**config.mk**
```make
export PLATFORM = sky130hd
export DESIGN_NAME = rtp_one_byte_ext_parser
export DESIGN_NICKNAME = d
export VERILOG_FILES = /design/src/rtl/core/rtp1b_pkg.sv /design/src/rtl/core/rtp1b_out_queue.sv /design/src/rtl/core/rtp_one_byte_ext_parser.sv
export VERILOG_INCLUDE_DIRS = /design/src /design/src/rtl/core
export SDC_FILE = /design/constraint.sdc
export NUM_CORES = 1
export LEC_CHECK = 0
export BUFFER_PORTS_ARGS = -buffer_cell sky130_fd_sc_hd__buf_2
export CORE_ASPECT_RATIO = 1.4
export CORE_MARGIN = 3
export CORE_UTILIZATION = 30
export CTS_BUF_LIST = sky130_fd_sc_hd__clkbuf_16
export DETAILED_ROUTE_END_ITERATION = 12
export PLACE_DENSITY = 0.42
export REMOVE_ABC_BUFFERS = 1
export SYNTH_ARGS = -nofsm -noshare
export SYNTH_HDL_FRONTEND = slang
export SYNTH_SLANG_ARGS = --single-unit
export TNS_END_PERCENT = 30
```
**constraint.sdc**
```tcl
create_clock -name clk -period 9.6 [get_ports clk]
set_input_delay 1.92 -clock clk [delete_from_list [all_inputs] [get_ports clk]]
set_output_delay 1.92 -clock clk [all_outputs]
set_load 0.05 [all_outputs]
```
**src/rtl/core/assert_macros.svh**
```systemverilog
// Assertion macros shared by the RTL of the one-byte extension parser.
// Needs a clock named clk and an active-low reset named rst_n in scope.
`ifndef ASSERT_MACROS_SVH
`define ASSERT_MACROS_SVH
`ifndef SYNTHESIS
`define RTP1B_ASSERT(lbl, prop, msg) \
  lbl: assert property (@(posedge clk) disable iff (!rst_n) (prop)) else $error(msg);
`define RTP1B_ASSERT_NEXT(lbl, ante, cons, msg) \
  lbl: assert property (@(posedge clk) disable iff (!rst_n) (ante) |=> (cons)) else $error(msg);
`else
`define RTP1B_ASSERT(lbl, prop, msg)
`define RTP1B_ASSERT_NEXT(lbl, ante, cons, msg)
`endif
`endif

```
**src/rtl/core/rtp1b_pkg.sv**
```systemverilog
// Types and constants of the RTP one-byte header extension parser.
// No dependencies; used by rtp1b_out_queue and rtp_one_byte_ext_parser.
package rtp1b_pkg;

  localparam int unsigned MAX_ELEMENT_BYTES = 16;
  localparam int unsigned CFG_ADDR_W        = 3;
  localparam int unsigned CFG_DATA_W        = 32;

  localparam logic [7:0] CAPACITY_RESET = 8'hFF;
  localparam logic [7:0] COUNT_MAX      = 8'hFF;
  localparam logic [3:0] ID_STOP        = 4'hF;
  localparam logic [3:0] ID_NONE        = 4'h0;

  // register index (word address)
  localparam logic [0:0] REG_ELEMENT_CAPACITY = 1'b0;

  localparam logic KIND_ELEMENT = 1'b0;
  localparam logic KIND_SUMMARY = 1'b1;
  localparam logic STATUS_OK        = 1'b0;
  localparam logic STATUS_TRUNCATED = 1'b1;

  typedef enum logic [1:0] {
    PH_HEADER = 2'd0,
    PH_DATA   = 2'd1,
    PH_STOP   = 2'd2
  } phase_t;

  typedef struct packed {
    logic        result_kind;
    logic [3:0]  element_id;
    logic [4:0]  element_length;
    logic [63:0] data_high;
    logic [63:0] data_low;
    logic [7:0]  element_count;
    logic        parse_status;
    logic        last_result;
  } result_t;

endpackage

```
**src/rtl/core/rtp1b_out_queue.sv**
```systemverilog
// Three-entry shifting result queue; head entry is the output register.
// Takes up to two results per cycle while space_ok is high. Depends on rtp1b_pkg, assert_macros.svh.
`include "assert_macros.svh"

module rtp1b_out_queue (
  input  logic               clk,
  input  logic               rst_n,
  input  logic [1:0]         push_cnt,
  input  rtp1b_pkg::result_t push0,
  input  rtp1b_pkg::result_t push1,
  output logic               space_ok,
  output logic               out_valid,
  input  logic               out_ready,
  output rtp1b_pkg::result_t out_head
);

  rtp1b_pkg::result_t ent_r   [0:2];
  rtp1b_pkg::result_t ent_nxt [0:2];
  rtp1b_pkg::result_t shifted [0:2];
  logic [1:0] cnt_r;
  logic [1:0] cnt_nxt;
  logic [1:0] cnt_pop;
  logic       pop;

  assign pop      = (cnt_r != 2'd0) && out_ready;
  assign cnt_pop  = cnt_r - {1'b0, pop};
  assign cnt_nxt  = cnt_pop + push_cnt;
  assign space_ok = (cnt_r <= 2'd1);
  assign out_valid = (cnt_r != 2'd0);
  assign out_head  = ent_r[0];

  always_comb begin
    shifted[0] = pop ? ent_r[1] : ent_r[0];
    shifted[1] = pop ? ent_r[2] : ent_r[1];
    shifted[2] = ent_r[2];
    for (int i = 0; i < 3; i++) begin
      if (2'(i) < cnt_pop) begin
        ent_nxt[i] = shifted[i];
      end else if (2'(i) == cnt_pop) begin
        ent_nxt[i] = push0;
      end else begin
        ent_nxt[i] = push1;
      end
    end
  end

  always_ff @(posedge clk) begin
    if (!rst_n) begin
      cnt_r <= 2'd0;
    end else begin
      cnt_r <= cnt_nxt;
    end
  end

  always_ff @(posedge clk) begin
    for (int i = 0; i < 3; i++) begin
      ent_r[i] <= ent_nxt[i];
    end
  end

  `RTP1B_ASSERT(a_no_push_when_full, space_ok || (push_cnt == 2'd0), "push without space")
  `RTP1B_ASSERT(a_no_overflow, (cnt_pop + push_cnt) >= cnt_pop, "queue count wrapped")
  `RTP1B_ASSERT_NEXT(a_pop_only, pop && (push_cnt == 2'd0), cnt_r == $past(cnt_r) - 2'd1, "pop miscounted")

endmodule

```
**src/rtl/core/rtp_one_byte_ext_parser.sv**
```systemverilog
// RTP one-byte header extension body parser, one body byte per beat.
// Latency: with the result queue empty, a result is on the out_ ports the cycle after its
// input beat is accepted.
// Throughput: one beat per cycle while in_ready is high; a beat that yields an element
// and a summary fills two queue entries, so in_ready drops until the extra one is popped.
// Reset: synchronous, active low; parse state and queue cleared, capacity 255.
// Depends on rtp1b_pkg, rtp1b_out_queue and assert_macros.svh.
`include "assert_macros.svh"

module rtp_one_byte_ext_parser (
  input  logic                                clk,
  input  logic                                rst_n,
  input  logic                                in_valid,
  output logic                                in_ready,
  input  logic [7:0]                          in_data_byte,
  input  logic                                in_byte_present,
  input  logic                                in_body_end,
  output logic                                out_valid,
  input  logic                                out_ready,
  output logic                                out_result_kind,
  output logic [3:0]                          out_element_id,
  output logic [4:0]                          out_element_length,
  output logic [63:0]                         out_data_high,
  output logic [63:0]                         out_data_low,
  output logic [7:0]                          out_element_count,
  output logic                                out_parse_status,
  output logic                                out_last_result,
  input  logic                                cfg_psel,
  input  logic                                cfg_penable,
  input  logic                                cfg_pwrite,
  input  logic [rtp1b_pkg::CFG_ADDR_W-1:0]    cfg_paddr,
  input  logic [rtp1b_pkg::CFG_DATA_W-1:0]    cfg_pwdata,
  output logic [rtp1b_pkg::CFG_DATA_W-1:0]    cfg_prdata,
  output logic                                cfg_pready
);

  rtp1b_pkg::phase_t phase_r, phase_nxt;
  logic [4:0]   rem_r, rem_nxt;
  logic [3:0]   id_r, id_nxt;
  logic [4:0]   len_r, len_nxt;
  logic         keep_r, keep_nxt;
  logic [127:0] buf_r, buf_nxt;
  logic [7:0]   count_r, count_nxt;
  logic [7:0]   cap_r;

  logic         accept;
  logic         space_ok;
  logic         cfg_wr;
  logic [3:0]   hdr_id;
  logic [4:0]   hdr_len;
  logic [3:0]   pos;
  logic [4:0]   rem_dec;
  logic [127:0] buf_wr;
  logic         elem_fire;
  logic [1:0]   push_cnt;
  logic         out_elem;
  logic         id_reserved;
  logic         state_clear;
  rtp1b_pkg::result_t elem_res, sum_res, push0, push1, head;

  assign accept   = in_valid && in_ready;
  assign in_ready = space_ok;

  assign cfg_pready = 1'b1;
  assign cfg_wr = cfg_psel && cfg_penable && cfg_pwrite &&
                  (cfg_paddr[2] == rtp1b_pkg::REG_ELEMENT_CAPACITY);
  assign cfg_prdata = (cfg_paddr[2] == rtp1b_pkg::REG_ELEMENT_CAPACITY) ?
                      {{(rtp1b_pkg::CFG_DATA_W-8){1'b0}}, cap_r} : '0;

  assign hdr_id  = in_data_byte[7:4];
  assign hdr_len = {1'b0, in_data_byte[3:0]} + 5'd1;
  assign pos     = 4'(len_r - rem_r);
  assign rem_dec = rem_r - 5'd1;

  always_comb begin
    for (int k = 0; k < 16; k++) begin
      buf_wr[127-8*k -: 8] = (pos == 4'(k)) ? in_data_byte : buf_r[127-8*k -: 8];
    end
  end

  // parse state machine
  always_comb begin
    phase_nxt = phase_r;
    rem_nxt   = rem_r;
    id_nxt    = id_r;
    len_nxt   = len_r;
    keep_nxt  = keep_r;
    buf_nxt   = buf_r;
    count_nxt = count_r;
    elem_fire = 1'b0;
    if (in_byte_present) begin
      case (phase_r)
        rtp1b_pkg::PH_HEADER: begin
          if (in_data_byte != 8'd0) begin
            if (hdr_id == rtp1b_pkg::ID_STOP) begin
              phase_nxt = rtp1b_pkg::PH_STOP;
            end else begin
              id_nxt    = hdr_id;
              len_nxt   = hdr_len;
              rem_nxt   = hdr_len;
              keep_nxt  = (count_r < cap_r) && (hdr_id != rtp1b_pkg::ID_NONE) &&
                          (hdr_len <= 5'(rtp1b_pkg::MAX_ELEMENT_BYTES));
              buf_nxt   = '0;
              phase_nxt = rtp1b_pkg::PH_DATA;
            end
          end
        end
        rtp1b_pkg::PH_DATA: begin
          buf_nxt = buf_wr;
          rem_nxt = rem_dec;
          if (rem_dec == 5'd0) begin
            phase_nxt = rtp1b_pkg::PH_HEADER;
            if (keep_r) begin
              elem_fire = 1'b1;
              if (count_r != rtp1b_pkg::COUNT_MAX) begin
                count_nxt = count_r + 8'd1;
              end
            end
          end
        end
        default: begin
        end
      endcase
    end

    elem_res.result_kind    = rtp1b_pkg::KIND_ELEMENT;
    elem_res.element_id     = id_r;
    elem_res.element_length = len_r;
    elem_res.data_high      = buf_wr[127:64];
    elem_res.data_low       = buf_wr[63:0];
    elem_res.element_count  = 8'd0;
    elem_res.parse_status   = rtp1b_pkg::STATUS_OK;
    elem_res.last_result    = 1'b0;

    sum_res.result_kind    = rtp1b_pkg::KIND_SUMMARY;
    sum_res.element_id     = 4'd0;
    sum_res.element_length = 5'd0;
    sum_res.data_high      = 64'd0;
    sum_res.data_low       = 64'd0;
    sum_res.element_count  = count_nxt;
    sum_res.parse_status   = (phase_nxt == rtp1b_pkg::PH_DATA) ?
                             rtp1b_pkg::STATUS_TRUNCATED : rtp1b_pkg::STATUS_OK;
    sum_res.last_result    = 1'b1;

    if (in_body_end) begin
      phase_nxt = rtp1b_pkg::PH_HEADER;
      rem_nxt   = 5'd0;
      id_nxt    = 4'd0;
      len_nxt   = 5'd0;
      keep_nxt  = 1'b0;
      buf_nxt   = '0;
      count_nxt = 8'd0;
    end
  end

  assign push0    = elem_fire ? elem_res : sum_res;
  assign push1    = sum_res;
  assign push_cnt = accept ? ({1'b0, elem_fire} + {1'b0, in_body_end}) : 2'd0;

  always_ff @(posedge clk) begin
    if (!rst_n) begin
      phase_r <= rtp1b_pkg::PH_HEADER;
      rem_r   <= 5'd0;
      id_r    <= 4'd0;
      len_r   <= 5'd0;
      keep_r  <= 1'b0;
      count_r <= 8'd0;
      cap_r   <= rtp1b_pkg::CAPACITY_RESET;
    end else begin
      if (accept) begin
        phase_r <= phase_nxt;
        rem_r   <= rem_nxt;
        id_r    <= id_nxt;
        len_r   <= len_nxt;
        keep_r  <= keep_nxt;
        count_r <= count_nxt;
      end
      if (cfg_wr) begin
        cap_r <= cfg_pwdata[7:0];
      end
    end
  end

  always_ff @(posedge clk) begin
    if (accept) begin
      buf_r <= buf_nxt;
    end
  end

  rtp1b_out_queue u_queue (
    .clk       (clk),
    .rst_n     (rst_n),
    .push_cnt  (push_cnt),
    .push0     (push0),
    .push1     (push1),
    .space_ok  (space_ok),
    .out_valid (out_valid),
    .out_ready (out_ready),
    .out_head  (head)
  );

  assign out_result_kind    = head.result_kind;
  assign out_element_id     = head.element_id;
  assign out_element_length = head.element_length;
  assign out_data_high      = head.data_high;
  assign out_data_low       = head.data_low;
  assign out_element_count  = head.element_count;
  assign out_parse_status   = head.parse_status;
  assign out_last_result    = head.last_result;

  assign out_elem    = out_valid && (out_result_kind == rtp1b_pkg::KIND_ELEMENT);
  assign id_reserved = (out_element_id == rtp1b_pkg::ID_NONE) ||
                       (out_element_id == rtp1b_pkg::ID_STOP);
  assign state_clear = (phase_r == rtp1b_pkg::PH_HEADER) && (count_r == 8'd0);

  `RTP1B_ASSERT(a_elem_id_valid, !out_elem || !id_reserved, "element with reserved id")
  `RTP1B_ASSERT(a_fire_needs_keep, !elem_fire || keep_r, "element emitted while skipping")
  `RTP1B_ASSERT_NEXT(a_body_end_clears, accept && in_body_end, state_clear, "body not cleared")

endmodule
```
==> qor.txt <==
Maximum fanout count along the critical path: 147
RSZ-0062 raised after global routing: false
TritonCTS sink count: 604
Number of register bits inferred by synthesis: 604
CP arrival: 5.87 ns
Switching power summed over all nets: 3.87 mW
First-pass DRT Iterations: 5
Clock network power share: 0.252
Via total after detailed routing: 16,000
Result of the run: finished, final reports clean
Total area of sequential cells: 17,800 µm²
Switching share of power: 0.395
Number of fill cells: 8,769
Via density per instance: 4.73
Top cells by area, synth: edfxtp_1 (64%), mux2i_1 (4.9%), buf_4 (4.8%), nand2_1 (4.6%), nor2_1 (4.1%)
Number of standard cells in the final layout excluding fillers: 3,390
Antenna diode count: 0
Final critical-path share of the clock period: 0.579
Post-synth EDFFs: 569
Antenna violation net count after detailed routing: 0
Pin slew with the least headroom to its limit: 1.12 ns
# DRC: 0
Clock latency on the worst-skew pair: 0.65 ns
Cell count of the worst hold path: 1
Aggregate global-route resource usage: 0.156
Worst hold slack: 0.507 ns
Hold violation total from the final report: 0
Ratio of cells with drive above 1 in the final layout: 0.148
Leakage dissipation: 11.8 nW
Floorplan row count: 128
DPL Wire Length: 38,800 µm
Worst slack, placed: 3.31 ns
RD Place Congestion: 0.767
Power after layout: 9.80 mW
Share of power burned in combinational logic: 0.307
Wire length per cell: 21.5 µm
Number of buffers added to fix hold violations after cts: 0
Worst IR Drop VDD: 0.000255 V
Synth top area share: 0.645
Maximum number of pins on one net before global-route repair: 148
Crit Path Class: input pin to flop
Overall die width: 257 µm
CTS root buf: clkbuf_16
Initial antenna violation count: 1
Worst relative slew slack: 0.252
Starting Density: 0.304
Worst-case clock buffer depth: 3
Die Height: 358 µm
Worst min-delay path category: flop to flop
Post-cts gate resize count: 0
Vias in the first global route: 16,400
Internal power: 5.92 mW
Avg Inst Size Synth: 12.2 µm²
Power density relative to cell area: 333 nW/µm²
Post-synthesis sequential area ratio: 0.671
Global-route wire length before repair: 109,000 µm
Most frequent standard cell in the layout excluding fill and tap cells: edfxtp_1
Syn Std Cell Area: 26,500 µm²
DRT Wirelength: 72,900 µm
Clock tree from TritonCTS: done
Highest-count cells in the layout ignoring fill and taps: edfxtp_1 (569), nand2_1 (323), nor2_1 (289)
Iteration-0 DRC count of the detailed router: 1,018
Final critical path time including I/O delays and setup: 5.56 ns
Area grow syn2layout: 11.1%
Warnings from Yosys: 0
Distinct cell type count after synthesis: 65
GRT Residual Overflow: 0
Total setup buffers inserted after CTS: 0
Multi-input gate area in the final layout: 6920 µm²
Peak clock frequency supported by timing: 0.180 GHz
Final standard cell area without fillers: 29,400 µm²
Final WS setup: 4.04 ns
Data required time at the worst endpoint: 9.91 ns
Relative contribution of sequential cells to total power: 0.440
Clock Skew: 0.0224 ns
CTS clk-pin slew, worst paths: 0.07 ns
Area inside the core boundary: 87,300 µm²
Worst-case reg-to-reg path depth: 12
Number of standard cells after synthesis: 2,176
Number of placed I/O pins: 235
Launching element type of the critical path: input pin
Cell Area, Placed: 27,400 µm²
Net count of the finished layout: 2,239
H-tree depth: 2
Type of destination of the critical path: flop
Die area: 92,000 µm²
Cells after DPL: 3,275
Asr flop ratio synth: 0
Cell accounting for the most synthesized area: edfxtp_1
Finish-stage setup viols: 0
Max-cap violations: 0
Buffers on Ports: 183
Final max-slew violation count: 0
CTS Buf Count: 61
Post-synth top flop: edfxtp_1
through the flow:
stage          utilization  setup TNS (ns)
2_1_floorplan            -        -1594.77
3_3_place_gp         0.314               0
3_5_place_dp         0.314               0
4_1_cts              0.337               0
5_1_grt              0.337               0
6_report             0.337               0
cells in the mapped netlist, types with 4 or more instances:
| library cell | instances |
|---|---|
| and3_1 | 5 |
| nor2_1 | 289 |
| a21oi_1 | 11 |
| inv_1 | 26 |
| nand4_1 | 4 |
| a21o_1 | 4 |
| nand2b_1 | 8 |
| o21ai_1 | 84 |
| buf_4 | 171 |
| buf_6 | 6 |
| xor2_1 | 10 |
| mux2i_1 | 131 |
| nand4_2 | 6 |
| nand3_1 | 12 |
| nand2_1 | 327 |
| a211o_1 | 4 |
| a31oi_1 | 7 |
| buf_1 | 4 |
| or3_1 | 5 |
| nor2b_1 | 5 |
| clkbuf_1 | 97 |
| o211ai_2 | 6 |
| buf_2 | 21 |
| a22o_1 | 16 |
| o211ai_1 | 8 |
| ha_1 | 18 |
| o21ai_0 | 215 |
| and2_1 | 11 |
| xnor2_1 | 6 |
| edfxtp_1 | 569 |
| dfxtp_1 | 35 |
cell type report:
cell class | instances | area share
multi-input combinational | 1268 | 0.235
inverter | 28 | 0.00395
clock inverter | 53 | 0.0166
sequential | 604 | 0.604
clock buffer | 62 | 0.0527
tap | 1170 | 0.0497
timing repair buffer | 205 | 0.0376
state kept, by name, indices dropped and copies added, names as in the netlist:
| name | flops |
|---|---|
| cap_r | 8 |
| rem_r | 5 |
| count_r | 8 |
| keep_r | 1 |
| phase_r | 2 |
| u_queue.ent_r | 441 |
| buf_r | 128 |
| u_queue.cnt_r | 2 |
| len_r | 5 |
| id_r | 4 |
cell families after synthesis:
group                    after synthesis  synth area share
AND/OR/NAND/NOR                      691             0.108
flip-flops                           604             0.671
AO/OA/AOI/OAI                        385            0.0826
buffers and inverters                327            0.0733
multiplexers                         131            0.0495
adder cells (fa/ha/maj)               19           0.00926
XOR/XNOR                              17           0.00590
other                                  2          0.000283
critical path: stages:
cell	delay, ns
buf_2	0.10
nand2_1	0.20
inv_1	0.08
ha_1	0.28
xor2_4	0.18
buf_12	0.65
nor2_1	0.21
buf_4	0.27
nand2_4	0.62
buf_4	0.85
o21ai_0	0.41
power groups by stage:
stage,logic [mW],clock network [mW],registers [mW]
2_1_floorplan,1.04,0,5.40
3_3_place_gp,3.08,0,4.37
3_5_place_dp,3.09,0,4.39
4_1_cts,3.10,2.55,4.34
5_1_grt,3.25,2.63,4.40
6_report,3.01,2.47,4.32
routing by layer:
layer / GRT usage / vias up / routed length, µm
met5: 0 / - / 13
met2: 0.281 / 331 / 36900
met4: 0.0388 / 2 / 1480
met1: 0.195 / 8110 / 31600
met3: 0.0249 / 83 / 2990
li1: - / 7498 / -
final timing paths:
check	startpoint	end	slack, ns
max reg2reg	u_queue.cnt_r[1]$_SDFF_PN0_	u_queue.ent_r[0][53]$_DFFE_PP_	4.61
min reg2reg	len_r[0]$_SDFFE_PN0P_	len_r[0]$_SDFFE_PN0P_	0.51
min	len_r[0]$_SDFFE_PN0P_	len_r[0]$_SDFFE_PN0P_	0.51
max	out_ready	u_queue.ent_r[0][53]$_DFFE_PP_	4.04
(Power assumes the default switching activity.)
